===== src/rtl/mttc_pkg.sv =====
package mttc_pkg;

  // Widths of the serial arithmetic units.
  localparam int unsigned MUL_W      = 32;
  localparam int unsigned SQ_RAD_W   = 68;
  localparam int unsigned SQ_ROOT_W  = SQ_RAD_W / 2;
  localparam int unsigned SQ_REM_W   = SQ_ROOT_W + 3;
  localparam int unsigned DIV_NUM_W  = 34;
  localparam int unsigned DIV_DEN_W  = 32;
  localparam int unsigned THR_W      = 16;
  localparam logic [THR_W-1:0] THR_RESET = 16'd1;

endpackage


===== src/rtl/mttc_mul.sv =====
module mttc_mul (
  input  logic                         clk_i,
  input  logic                         rst_ni,
  input  logic                         start_i,
  input  logic [mttc_pkg::MUL_W-1:0]   a_i,
  input  logic [mttc_pkg::MUL_W-1:0]   b_i,
  output logic                         done_o,
  output logic [2*mttc_pkg::MUL_W-1:0] prod_o
);
  import mttc_pkg::*;

  localparam int unsigned CW = $clog2(MUL_W);
  localparam logic [CW-1:0] LAST = CW'(MUL_W - 1);

  logic [MUL_W-1:0]   a_q;
  logic [2*MUL_W-1:0] p_q;
  logic [CW-1:0]      cnt_q;
  logic               busy_q, done_q;
  logic [MUL_W:0]     sum;

  // Upper half takes the multiplicand when the low bit of the shifting multiplier is set.
  assign sum = {1'b0, p_q[2*MUL_W-1:MUL_W]} + (p_q[0] ? {1'b0, a_q} : '0);

  always_ff @(posedge clk_i or negedge rst_ni) begin
    if (!rst_ni) begin
      busy_q <= 1'b0;
      done_q <= 1'b0;
      cnt_q  <= '0;
    end else begin
      done_q <= 1'b0;
      if (start_i) begin
        busy_q <= 1'b1;
        cnt_q  <= '0;
      end else if (busy_q) begin
        cnt_q <= cnt_q + 1'b1;
        if (cnt_q == LAST) begin
          busy_q <= 1'b0;
          done_q <= 1'b1;
        end
      end
    end
  end

  always_ff @(posedge clk_i) begin
    if (start_i) begin
      a_q <= a_i;
      p_q <= {{MUL_W{1'b0}}, b_i};
    end else if (busy_q) begin
      p_q <= {sum, p_q[MUL_W-1:1]};
    end
  end

  assign done_o = done_q;
  assign prod_o = p_q;

endmodule


===== src/rtl/mttc_sqrt.sv =====
module mttc_sqrt (
  input  logic                           clk_i,
  input  logic                           rst_ni,
  input  logic                           start_i,
  input  logic [mttc_pkg::SQ_RAD_W-1:0]  rad_i,
  output logic                           done_o,
  output logic [mttc_pkg::SQ_ROOT_W-1:0] root_o
);
  import mttc_pkg::*;

  localparam int unsigned CW = $clog2(SQ_ROOT_W);
  localparam logic [CW-1:0] LAST = CW'(SQ_ROOT_W - 1);

  logic [SQ_RAD_W-1:0]  rad_q;
  logic [SQ_ROOT_W-1:0] root_q;
  logic [SQ_REM_W-1:0]  rem_q;
  logic [CW-1:0]        cnt_q;
  logic                 busy_q, done_q;
  logic [SQ_REM_W-1:0]  rem_sh, trial;
  logic                 take;

  // One root bit per cycle from the next pair of radicand bits.
  assign rem_sh = {rem_q[SQ_REM_W-3:0], rad_q[SQ_RAD_W-1:SQ_RAD_W-2]};
  assign trial  = {1'b0, root_q, 2'b01};
  assign take   = rem_sh >= trial;

  always_ff @(posedge clk_i or negedge rst_ni) begin
    if (!rst_ni) begin
      busy_q <= 1'b0;
      done_q <= 1'b0;
      cnt_q  <= '0;
    end else begin
      done_q <= 1'b0;
      if (start_i) begin
        busy_q <= 1'b1;
        cnt_q  <= '0;
      end else if (busy_q) begin
        cnt_q <= cnt_q + 1'b1;
        if (cnt_q == LAST) begin
          busy_q <= 1'b0;
          done_q <= 1'b1;
        end
      end
    end
  end

  always_ff @(posedge clk_i) begin
    if (start_i) begin
      rad_q  <= rad_i;
      root_q <= '0;
      rem_q  <= '0;
    end else if (busy_q) begin
      rad_q  <= {rad_q[SQ_RAD_W-3:0], 2'b00};
      root_q <= {root_q[SQ_ROOT_W-2:0], take};
      rem_q  <= take ? rem_sh - trial : rem_sh;
    end
  end

  assign done_o = done_q;
  assign root_o = root_q;

endmodule


===== src/rtl/mttc_div.sv =====
module mttc_div #(
  parameter int unsigned FRAC_BITS = 16
) (
  input  logic                           clk_i,
  input  logic                           rst_ni,
  input  logic                           start_i,
  input  logic [mttc_pkg::DIV_NUM_W-1:0] num_i,
  input  logic [mttc_pkg::DIV_DEN_W-1:0] den_i,
  output logic                           done_o,
  output logic [31:0]                    quot_o
);
  import mttc_pkg::*;

  localparam int unsigned NW = DIV_NUM_W + FRAC_BITS;
  localparam int unsigned CW = $clog2(NW);
  localparam logic [CW-1:0] LAST = CW'(NW - 1);

  logic [NW-1:0]        dvd_q;
  logic [DIV_DEN_W-1:0] den_q, rem_q;
  logic [31:0]          quot_q;
  logic                 ovf_q;
  logic [CW-1:0]        cnt_q;
  logic                 busy_q, done_q;
  logic [DIV_DEN_W:0]   rem_sh;
  logic                 take;

  assign rem_sh = {rem_q, dvd_q[NW-1]};
  assign take   = rem_sh >= {1'b0, den_q};

  always_ff @(posedge clk_i or negedge rst_ni) begin
    if (!rst_ni) begin
      busy_q <= 1'b0;
      done_q <= 1'b0;
      cnt_q  <= '0;
    end else begin
      done_q <= 1'b0;
      if (start_i) begin
        busy_q <= 1'b1;
        cnt_q  <= '0;
      end else if (busy_q) begin
        cnt_q <= cnt_q + 1'b1;
        if (cnt_q == LAST) begin
          busy_q <= 1'b0;
          done_q <= 1'b1;
        end
      end
    end
  end

  // A quotient bit pushed out of the top marks a result that saturates.
  always_ff @(posedge clk_i) begin
    if (start_i) begin
      dvd_q  <= {num_i, {FRAC_BITS{1'b0}}};
      den_q  <= den_i;
      rem_q  <= '0;
      quot_q <= '0;
      ovf_q  <= 1'b0;
    end else if (busy_q) begin
      dvd_q  <= {dvd_q[NW-2:0], 1'b0};
      rem_q  <= take ? DIV_DEN_W'(rem_sh - {1'b0, den_q}) : rem_sh[DIV_DEN_W-1:0];
      quot_q <= {quot_q[30:0], take};
      ovf_q  <= ovf_q | quot_q[31];
    end
  end

  assign done_o = done_q;
  assign quot_o = ovf_q ? '1 : quot_q;

endmodule


===== src/rtl/min_time_to_collision.sv =====
// An item without an object goes straight from S_IDLE to S_FIN. An object runs the
// bit-serial multiplier, square root and divider as it needs them, one after another.
// The item that ends a frame also passes S_EMIT, which loads the output register.
// Throughput: one item at a time; the next is taken once the current one is finished.
// Reset clears the running minimum, the output register and sets the threshold to 1.
module min_time_to_collision #(
  parameter int unsigned FRAC_BITS = 16
) (
  input  logic                          clk_i,
  input  logic                          rst_ni,
  input  logic                          cfg_we_i,
  input  logic [mttc_pkg::THR_W-1:0]    cfg_wdata_i,
  input  logic                          s_axis_tvalid,
  output logic                          s_axis_tready,
  // obj_pos_x, obj_pos_y, obj_speed, obj_accel, ego_speed, ego_accel
  input  logic [191:0]                  s_axis_tdata,
  // object_valid
  input  logic                          s_axis_tuser,
  input  logic                          s_axis_tlast,
  output logic                          m_axis_tvalid,
  input  logic                          m_axis_tready,
  // min_ttc, distance_at_min
  output logic [63:0]                   m_axis_tdata,
  // collision_found
  output logic                          m_axis_tuser
);
  import mttc_pkg::*;

  typedef enum logic [3:0] {
    S_IDLE, S_MX, S_MY, S_SQD, S_DEC, S_MV, S_MP, S_CALC, S_SQS, S_DIV, S_FIN, S_EMIT
  } state_e;

  state_e state_q;

  logic [THR_W-1:0]     thr_q;
  logic                 last_q;
  logic [31:0]          my_q, mv_q, av_q, d_q;
  logic signed [32:0]   v_q, a_q;
  logic [63:0]          sumsq_q, v2_q, p_q;
  logic [31:0]          ttc_q;
  logic                 found_q;
  logic [31:0]          best_ttc_q, best_dist_q;
  logic                 any_q;
  logic                 ovalid_q, ouser_q;
  logic [63:0]          odata_q;

  logic                 mul_go_q, sq_go_q, div_go_q;
  logic [MUL_W-1:0]     mul_a_q, mul_b_q;
  logic [SQ_RAD_W-1:0]  sq_rad_q;
  logic [DIV_NUM_W-1:0] div_num_q;
  logic [DIV_DEN_W-1:0] div_den_q;

  logic                 mul_done, sq_done, div_done;
  logic [2*MUL_W-1:0]   prod;
  logic [SQ_ROOT_W-1:0] root;
  logic [31:0]          quot;

  logic signed [32:0]   v_in, a_in;
  logic [32:0]          v_abs, a_abs;
  logic [31:0]          x_in, y_in;
  logic [DIV_NUM_W-1:0] num_pos;

  assign x_in  = s_axis_tdata[31:0];
  assign y_in  = s_axis_tdata[63:32];
  assign v_in  = $signed({s_axis_tdata[159], s_axis_tdata[159:128]})
               - $signed({s_axis_tdata[95], s_axis_tdata[95:64]});
  assign a_in  = $signed({s_axis_tdata[191], s_axis_tdata[191:160]})
               - $signed({s_axis_tdata[127], s_axis_tdata[127:96]});
  assign v_abs = v_in[32] ? 33'(-v_in) : v_in;
  assign a_abs = a_in[32] ? 33'(-a_in) : a_in;

  // Numerator of the root for a positive relative acceleration.
  assign num_pos = v_q[32] ? DIV_NUM_W'(root) + {2'b00, mv_q}
                           : DIV_NUM_W'(root) - {2'b00, v_q[31:0]};

  mttc_mul u_mul (
    .clk_i  (clk_i),
    .rst_ni (rst_ni),
    .start_i(mul_go_q),
    .a_i    (mul_a_q),
    .b_i    (mul_b_q),
    .done_o (mul_done),
    .prod_o (prod)
  );

  mttc_sqrt u_sqrt (
    .clk_i  (clk_i),
    .rst_ni (rst_ni),
    .start_i(sq_go_q),
    .rad_i  (sq_rad_q),
    .done_o (sq_done),
    .root_o (root)
  );

  mttc_div #(.FRAC_BITS(FRAC_BITS)) u_div (
    .clk_i  (clk_i),
    .rst_ni (rst_ni),
    .start_i(div_go_q),
    .num_i  (div_num_q),
    .den_i  (div_den_q),
    .done_o (div_done),
    .quot_o (quot)
  );

  always_ff @(posedge clk_i or negedge rst_ni) begin
    if (!rst_ni) begin
      state_q     <= S_IDLE;
      thr_q       <= THR_RESET;
      best_ttc_q  <= '1;
      best_dist_q <= '0;
      any_q       <= 1'b0;
      ovalid_q    <= 1'b0;
      ouser_q     <= 1'b0;
      odata_q     <= '0;
      mul_go_q    <= 1'b0;
      sq_go_q     <= 1'b0;
      div_go_q    <= 1'b0;
      found_q     <= 1'b0;
      last_q      <= 1'b0;
    end else begin
      mul_go_q <= 1'b0;
      sq_go_q  <= 1'b0;
      div_go_q <= 1'b0;
      if (cfg_we_i) begin
        thr_q <= cfg_wdata_i;
      end
      if (ovalid_q && m_axis_tready) begin
        ovalid_q <= 1'b0;
      end
      unique case (state_q)
        S_IDLE: begin
          if (s_axis_tvalid) begin
            last_q  <= s_axis_tlast;
            found_q <= 1'b0;
            my_q    <= y_in[31] ? 32'(-y_in) : y_in;
            v_q     <= v_in;
            a_q     <= a_in;
            mv_q    <= v_abs[31:0];
            av_q    <= a_abs[31:0];
            if (s_axis_tuser) begin
              mul_a_q  <= x_in[31] ? 32'(-x_in) : x_in;
              mul_b_q  <= x_in[31] ? 32'(-x_in) : x_in;
              mul_go_q <= 1'b1;
              state_q  <= S_MX;
            end else begin
              state_q <= S_FIN;
            end
          end
        end
        S_MX: begin
          if (mul_done) begin
            sumsq_q  <= prod;
            mul_a_q  <= my_q;
            mul_b_q  <= my_q;
            mul_go_q <= 1'b1;
            state_q  <= S_MY;
          end
        end
        S_MY: begin
          if (mul_done) begin
            sq_rad_q <= SQ_RAD_W'(sumsq_q + prod);
            sq_go_q  <= 1'b1;
            state_q  <= S_SQD;
          end
        end
        S_SQD: begin
          if (sq_done) begin
            d_q     <= root[31:0];
            state_q <= S_DEC;
          end
        end
        S_DEC: begin
          if (d_q == '0) begin
            ttc_q   <= '0;
            found_q <= 1'b1;
            state_q <= S_FIN;
          end else if (av_q < {16'd0, thr_q}) begin
            // Constant speed: distance over closing speed.
            if (v_q <= 0) begin
              state_q <= S_FIN;
            end else begin
              div_num_q <= {2'b00, d_q};
              div_den_q <= v_q[31:0];
              div_go_q  <= 1'b1;
              state_q   <= S_DIV;
            end
          end else if (a_q == 0) begin
            state_q <= S_FIN;
          end else begin
            mul_a_q  <= mv_q;
            mul_b_q  <= mv_q;
            mul_go_q <= 1'b1;
            state_q  <= S_MV;
          end
        end
        S_MV: begin
          if (mul_done) begin
            v2_q     <= prod;
            mul_a_q  <= av_q;
            mul_b_q  <= d_q;
            mul_go_q <= 1'b1;
            state_q  <= S_MP;
          end
        end
        S_MP: begin
          if (mul_done) begin
            p_q     <= prod;
            state_q <= S_CALC;
          end
        end
        S_CALC: begin
          if (a_q > 0) begin
            sq_rad_q <= SQ_RAD_W'(v2_q) + SQ_RAD_W'({p_q, 1'b0});
            sq_go_q  <= 1'b1;
            state_q  <= S_SQS;
          end else if (v_q <= 0 || {p_q, 1'b0} > {1'b0, v2_q}) begin
            // Opening gap or no real root while braking relative to the object.
            state_q <= S_FIN;
          end else begin
            sq_rad_q <= SQ_RAD_W'(v2_q - {p_q[62:0], 1'b0});
            sq_go_q  <= 1'b1;
            state_q  <= S_SQS;
          end
        end
        S_SQS: begin
          if (sq_done) begin
            div_num_q <= a_q[32] ? {2'b00, v_q[31:0]} - DIV_NUM_W'(root) : num_pos;
            div_den_q <= av_q;
            div_go_q  <= 1'b1;
            state_q   <= S_DIV;
          end
        end
        S_DIV: begin
          if (div_done) begin
            ttc_q   <= quot;
            found_q <= 1'b1;
            state_q <= S_FIN;
          end
        end
        S_FIN: begin
          if (found_q && (!any_q || ttc_q < best_ttc_q)) begin
            best_ttc_q  <= ttc_q;
            best_dist_q <= d_q;
            any_q       <= 1'b1;
          end
          state_q <= last_q ? S_EMIT : S_IDLE;
        end
        S_EMIT: begin
          if (!ovalid_q || m_axis_tready) begin
            ovalid_q    <= 1'b1;
            ouser_q     <= any_q;
            odata_q     <= {best_dist_q, best_ttc_q};
            best_ttc_q  <= '1;
            best_dist_q <= '0;
            any_q       <= 1'b0;
            state_q     <= S_IDLE;
          end
        end
        default: state_q <= S_IDLE;
      endcase
    end
  end

  assign s_axis_tready = (state_q == S_IDLE);
  assign m_axis_tvalid = ovalid_q;
  assign m_axis_tdata  = odata_q;
  assign m_axis_tuser  = ouser_q;

endmodule


===== config.mk =====
export PLATFORM = sky130hd
export DESIGN_NAME = min_time_to_collision
export DESIGN_NICKNAME = d
export VERILOG_FILES = /design/src/rtl/mttc_pkg.sv /design/src/rtl/mttc_mul.sv /design/src/rtl/mttc_sqrt.sv /design/src/rtl/mttc_div.sv /design/src/rtl/min_time_to_collision.sv
export SDC_FILE = /design/constraint.sdc
export NUM_CORES = 2
export LEC_CHECK = 0
export BUFFER_PORTS_ARGS = -buffer_cell sky130_fd_sc_hd__clkbuf_2
export CAP_MARGIN = 20
export CELL_PAD_IN_SITES_DETAIL_PLACEMENT = 0
export CELL_PAD_IN_SITES_GLOBAL_PLACEMENT = 2
export CORE_UTILIZATION = 30
export DETAILED_ROUTE_END_ITERATION = 10
export PLACE_DENSITY_LB_ADDON = 0.1
export RECOVER_POWER = 50
export SKIP_LAST_GASP = 1
export SYNTH_ARGS = -nofsm -noshare
export SYNTH_HDL_FRONTEND = slang
export SYNTH_SLANG_ARGS = --single-unit

===== constraint.sdc =====
create_clock -name clk_i -period 6.6 [get_ports clk_i]
set_clock_uncertainty 0.2 [all_clocks]
set_input_delay 1.32 -clock clk_i [delete_from_list [all_inputs] [get_ports clk_i]]
set_output_delay 1.32 -clock clk_i [all_outputs]
set_load 0.005 [all_outputs]

==> out/qor_table.md <==
| Parameter | Reported | Unit |
|---|---|---|
| Critical-path maximum fanout | 5 | - |
| Number of synthesized flops with an enable pin | 811 | - |
| CTS root buffer | clkbuf_16 | - |
| Post-synthesis sequential area ratio | 44.2 | % |
| Overall die height | 495 | µm |
| Count of H-tree levels built during CTS | 4 | - |
| Max transition margin | -140 | % |
| Net count after synthesis | 8,105 | - |
| Period minus WS final | 5470 | ps |
| Required time worst endpoint | 7060 | ps |
| Share of post-route cells with drive strength above 1 | 11.4 | % |
| Area grow syn2layout | 13.5 | % |
| Final number of max-transition violations | 933 | - |
| WS Path Type | reg2reg | - |
| Yosys top cell by area | edfxtp_1 | - |
| Number of antenna violations at the first check in global routing | 6 | - |
| # IOs | 282 | - |
| Reg-to-reg critical path endpoint | div_num_q[33] | - |
| CP max stage cell | edfxtp_1 | - |
| Cell Area, Placed | 77,800 | µm² |
| Unrepaired setup endpoints after global routing | no | - |
| Final WL | 262 | mm |
| Via count of the first global-routing pass | 55,200 | - |
| Post-synthesis register bit count | 1,156 | - |
| First-pass GRT wire length | 382 | mm |
| Final design instance area without fill | 82,600 | µm² |
| Clock net sink count | 1,156 | - |
| Netlist area before placement | 72,800 | µm² |
| Total negative setup slack | 0 | ps |
| Minimum setup slack among reg-to-reg paths | 1130 | ps |
| Post-DRT Antenna Nets | 0 | - |
| Mean area per synthesized cell | 9.91 | µm² |
| Final critical-path share of the clock period | 82.8 | % |
| Routability cong. | 0.887 | - |
| End point of the worst hold path | u_div.den_q[25] | - |
| Startpoint of the worst register-to-register path | v_q[8] | - |
| DRC viols | 0 | - |
| Worst Setup End Kind | flip-flop | - |
| Maximum clock path buffer count | 3 | - |
| Via count | 56,100 | - |
| Die area | 245,000 | µm² |
| Clock edge transition at the registers on the reported setup and hold paths | 60 | ps |
| Clock buffer count from CTS | 146 | - |
| Result of the run | finished with violations | - |
| Post-CTS resize count | 0 | - |
| Maximum VDD drop | 0.308 | mV |
| Pre-Repair DR Iteration Count | 8 | - |
| P per Cell Area | 384 | nW/µm² |
| Buffers on Ports | 281 | - |
| Count of maximum capacitance violations | 17 | - |
| GR Overflow Total | 0 | - |
| Count of endpoints failing setup in the final report | 0 | - |
| Per-cell via count in the routed design | 5.17 | - |
| Leak Pwr | 33.6 | nW |
| Total of fill cells in the finished design | 24,500 | - |
| Highest clock rate | 183 | MHz |
| Final Total Pwr | 31.7 | mW |
| Cell depth of the worst min-delay path | 0 | - |
| Maximum number of pins on one net before global-route repair | 131 | - |
| Leading cell types in the layout, fill and taps excluded | 811 x edfxtp_1, 571 x nor2_1, 567 x nand2_1 | - |
| Number of buffers inserted to repair setup after CTS | 0 | - |
| Final hold vios | 0 | - |
| Clock latency at the later pin of the worst-skew pair | 850 | ps |
| Cells along the critical path | or3_1, or4_1, nor2_1, nand3_1, nor4_2, xor2_1, o21ai_0, ha_1, nand3_1, or3_1, o31a_1, o21ai_1, and4_1, o21ai_1, a31o_2, a21oi_1 | - |
| Starting Density | 30.2 | % |
| Number of cells in the finished layout apart from fillers | 10,900 | - |
| Most common cell after layout, fill and taps aside | edfxtp_1 | - |
| Critical Path Max Stage Delay | 500 | ps |
| Routed WL per cell | 24.1 | µm |
| Violated checks | capacitance limit, slew limit | - |
| Half-perimeter wire length after detailed placement | 209 | mm |
| R2R depth | 16 | - |
| Top_reg_cell synth | edfxtp_1 | - |
| Fin nets | 8,309 | - |
| Worst hold start | div_den_q[25] | - |
| Path class of the lowest-slack min-delay path | reg2reg | - |
| Number of distinct library cells after synthesis | 108 | - |
| Gate Count Post-Synth | 7,342 | - |
| Arrival time reported for the critical path endpoint | 5930 | ps |
| Number of warnings issued by yosys | 0 | - |
| Instance count after placement with tap cells included | 10,600 | - |
| Row cnt | 180 | - |
| Transition time at the pin with the least slew margin | 3600 | ps |
| Setup crit start kind | flip-flop | - |
| Die boundary width | 495 | µm |
| Post-route worst hold slack | 218 | ps |
| CTS tree | built | - |
| Area share of the largest cell type after synthesis | 33.5 | % |
| Placeable Area | 241,000 | µm² |
| All-Layer GR Usage | 21.0 | % |
| Starting DRT DRC Count | 4,165 | - |
| Dominant cells by area after synthesis | edfxtp_1 33%, ha_1 9.3%, dfrtp_1 5.0%, dfxtp_1 4.6%, a21oi_1 3.6% | - |
| Async set-or-reset flop fraction in the synthesized netlist | 15.5 | % |
| Number of buffers inserted for hold repair after clock tree synthesis | 0 | - |
[power breakdown]
group / leakage, nW / internal [mW] / switching (mW)
logic: 20.2 / 4.69 / 7.49
registers: 11.0 / 9.85 / 1.43
clock network: 2.42 / 4.77 / 3.47
total: 33.6 / 19.3 / 12.4
[through the flow]
stage | utilization, % | worst slack (ps)
finish | 34.3 | 1130
CTS | 34.4 | 1180
detailed placement | 32.3 | 870
floorplan | - | 662
global placement | 32.3 | 839
global route | 34.3 | 438
[state kept, by name, summed over array words and instances (netlist names), 34 cells and up]
| register | count |
|---|---|
| sumsq_q | 64 |
| u_sqrt.root_o | 34 |
| sq_rad_q | 67 |
| u_sqrt.rem_q | 35 |
| p_q | 64 |
| div_num_q | 34 |
| m_axis_tdata | 64 |
| v2_q | 64 |
| u_sqrt.rad_q | 68 |
| u_mul.prod_o | 64 |
| u_div.dvd_q | 34 |
[routing by layer]
| layer | track usage (%) | wire length, µm | up-vias |
|---|---|---|---|
| met1 | 29.2 | 125000 | 27400 |
| met3 | 2.50 | 9120 | 272 |
| met4 | 6.22 | 7180 | 2 |
| met2 | 34.0 | 120000 | 1113 |
| li1 | - | - | 27300 |
| met5 | 0 | 13 | - |
[cell families (layout without fill, tap and decap cells)]
| family | Yosys count | after routing | share of synthesized area [%] |
|---|---|---|---|
| AOI/OAI and AO/OA | 2098 | 2098 | 18.8 |
| muxes | 365 | 365 | 5.42 |
| other | 0 | 3 | 0 |
| and+or+nand+nor | 1938 | 1938 | 12.6 |
| buffers and inverters | 808 | 1136 | 4.22 |
| adders and majority gates | 548 | 548 | 9.51 |
| DFF | 1156 | 1156 | 44.2 |
| xor gates and xnor gates | 429 | 429 | 5.17 |
[cells in the mapped netlist (18+ instances only)]
library cell,n
a211oi_1,116
nor2_1,575
o21ai_1,20
nor3_1,130
ha_1,539
or2_2,25
mux2i_1,134
a22oi_1,41
dfxtp_1,166
a21boi_0,18
o21a_1,100
a31oi_1,53
nor4_1,71
o211ai_1,51
xnor2_1,276
o41ai_1,22
o21ai_0,435
buf_1,42
dfstp_2,33
a21o_1,294
xor2_1,152
nand2_1,569
buf_2,19
a21oi_1,527
nand2b_1,60
nor2b_1,89
nand3_1,101
o31a_1,54
or3_1,39
and3_1,40
nand4_1,95
dfrtp_1,146
o21bai_1,81
o31ai_1,68
inv_1,499
mux2_2,228
and2_1,62
edfxtp_1,811
clkbuf_1,241
[worst max-delay path, delay by kind of cell, from the launching register on]
kind	cells	cell delay, ps
AND/OR/NAND/NOR	8	2620
AO/OA/AOI/OAI	6	1520
flip-flops	1	500
adder cells (fa/ha/maj)	1	330
XOR/XNOR	1	130
[how the worst max path moves through the flow]
stage               cells past startpoint            end  slack, ps              start
CTS                                    16  div_num_q[33]       1180             v_q[8]
global placement                       17        mv_q[8]        840  s_axis_tdata[128]
finish                                 16  div_num_q[33]       1130             v_q[8]
detailed placement                     17       mv_q[22]        870  s_axis_tdata[128]
floorplan                               4        a_q[10]        660         state_q[0]
global route                            3       mv_q[27]        440             rst_ni
[cell type report]
cell class | instances | area, µm² | area share [%]
sequential | 1156 | 32200 | 39.0
clock buffer | 185 | 3890 | 4.71
clock inverter | 87 | 1080 | 1.31
inverter | 504 | 1890 | 2.29
multi-input combinational | 5378 | 37600 | 45.5
timing repair buffer | 360 | 1960 | 2.37
antenna | 3 | 7.51 | 0.00909
tap | 3185 | 3990 | 4.82
Power figures use the tool's default switching activity.
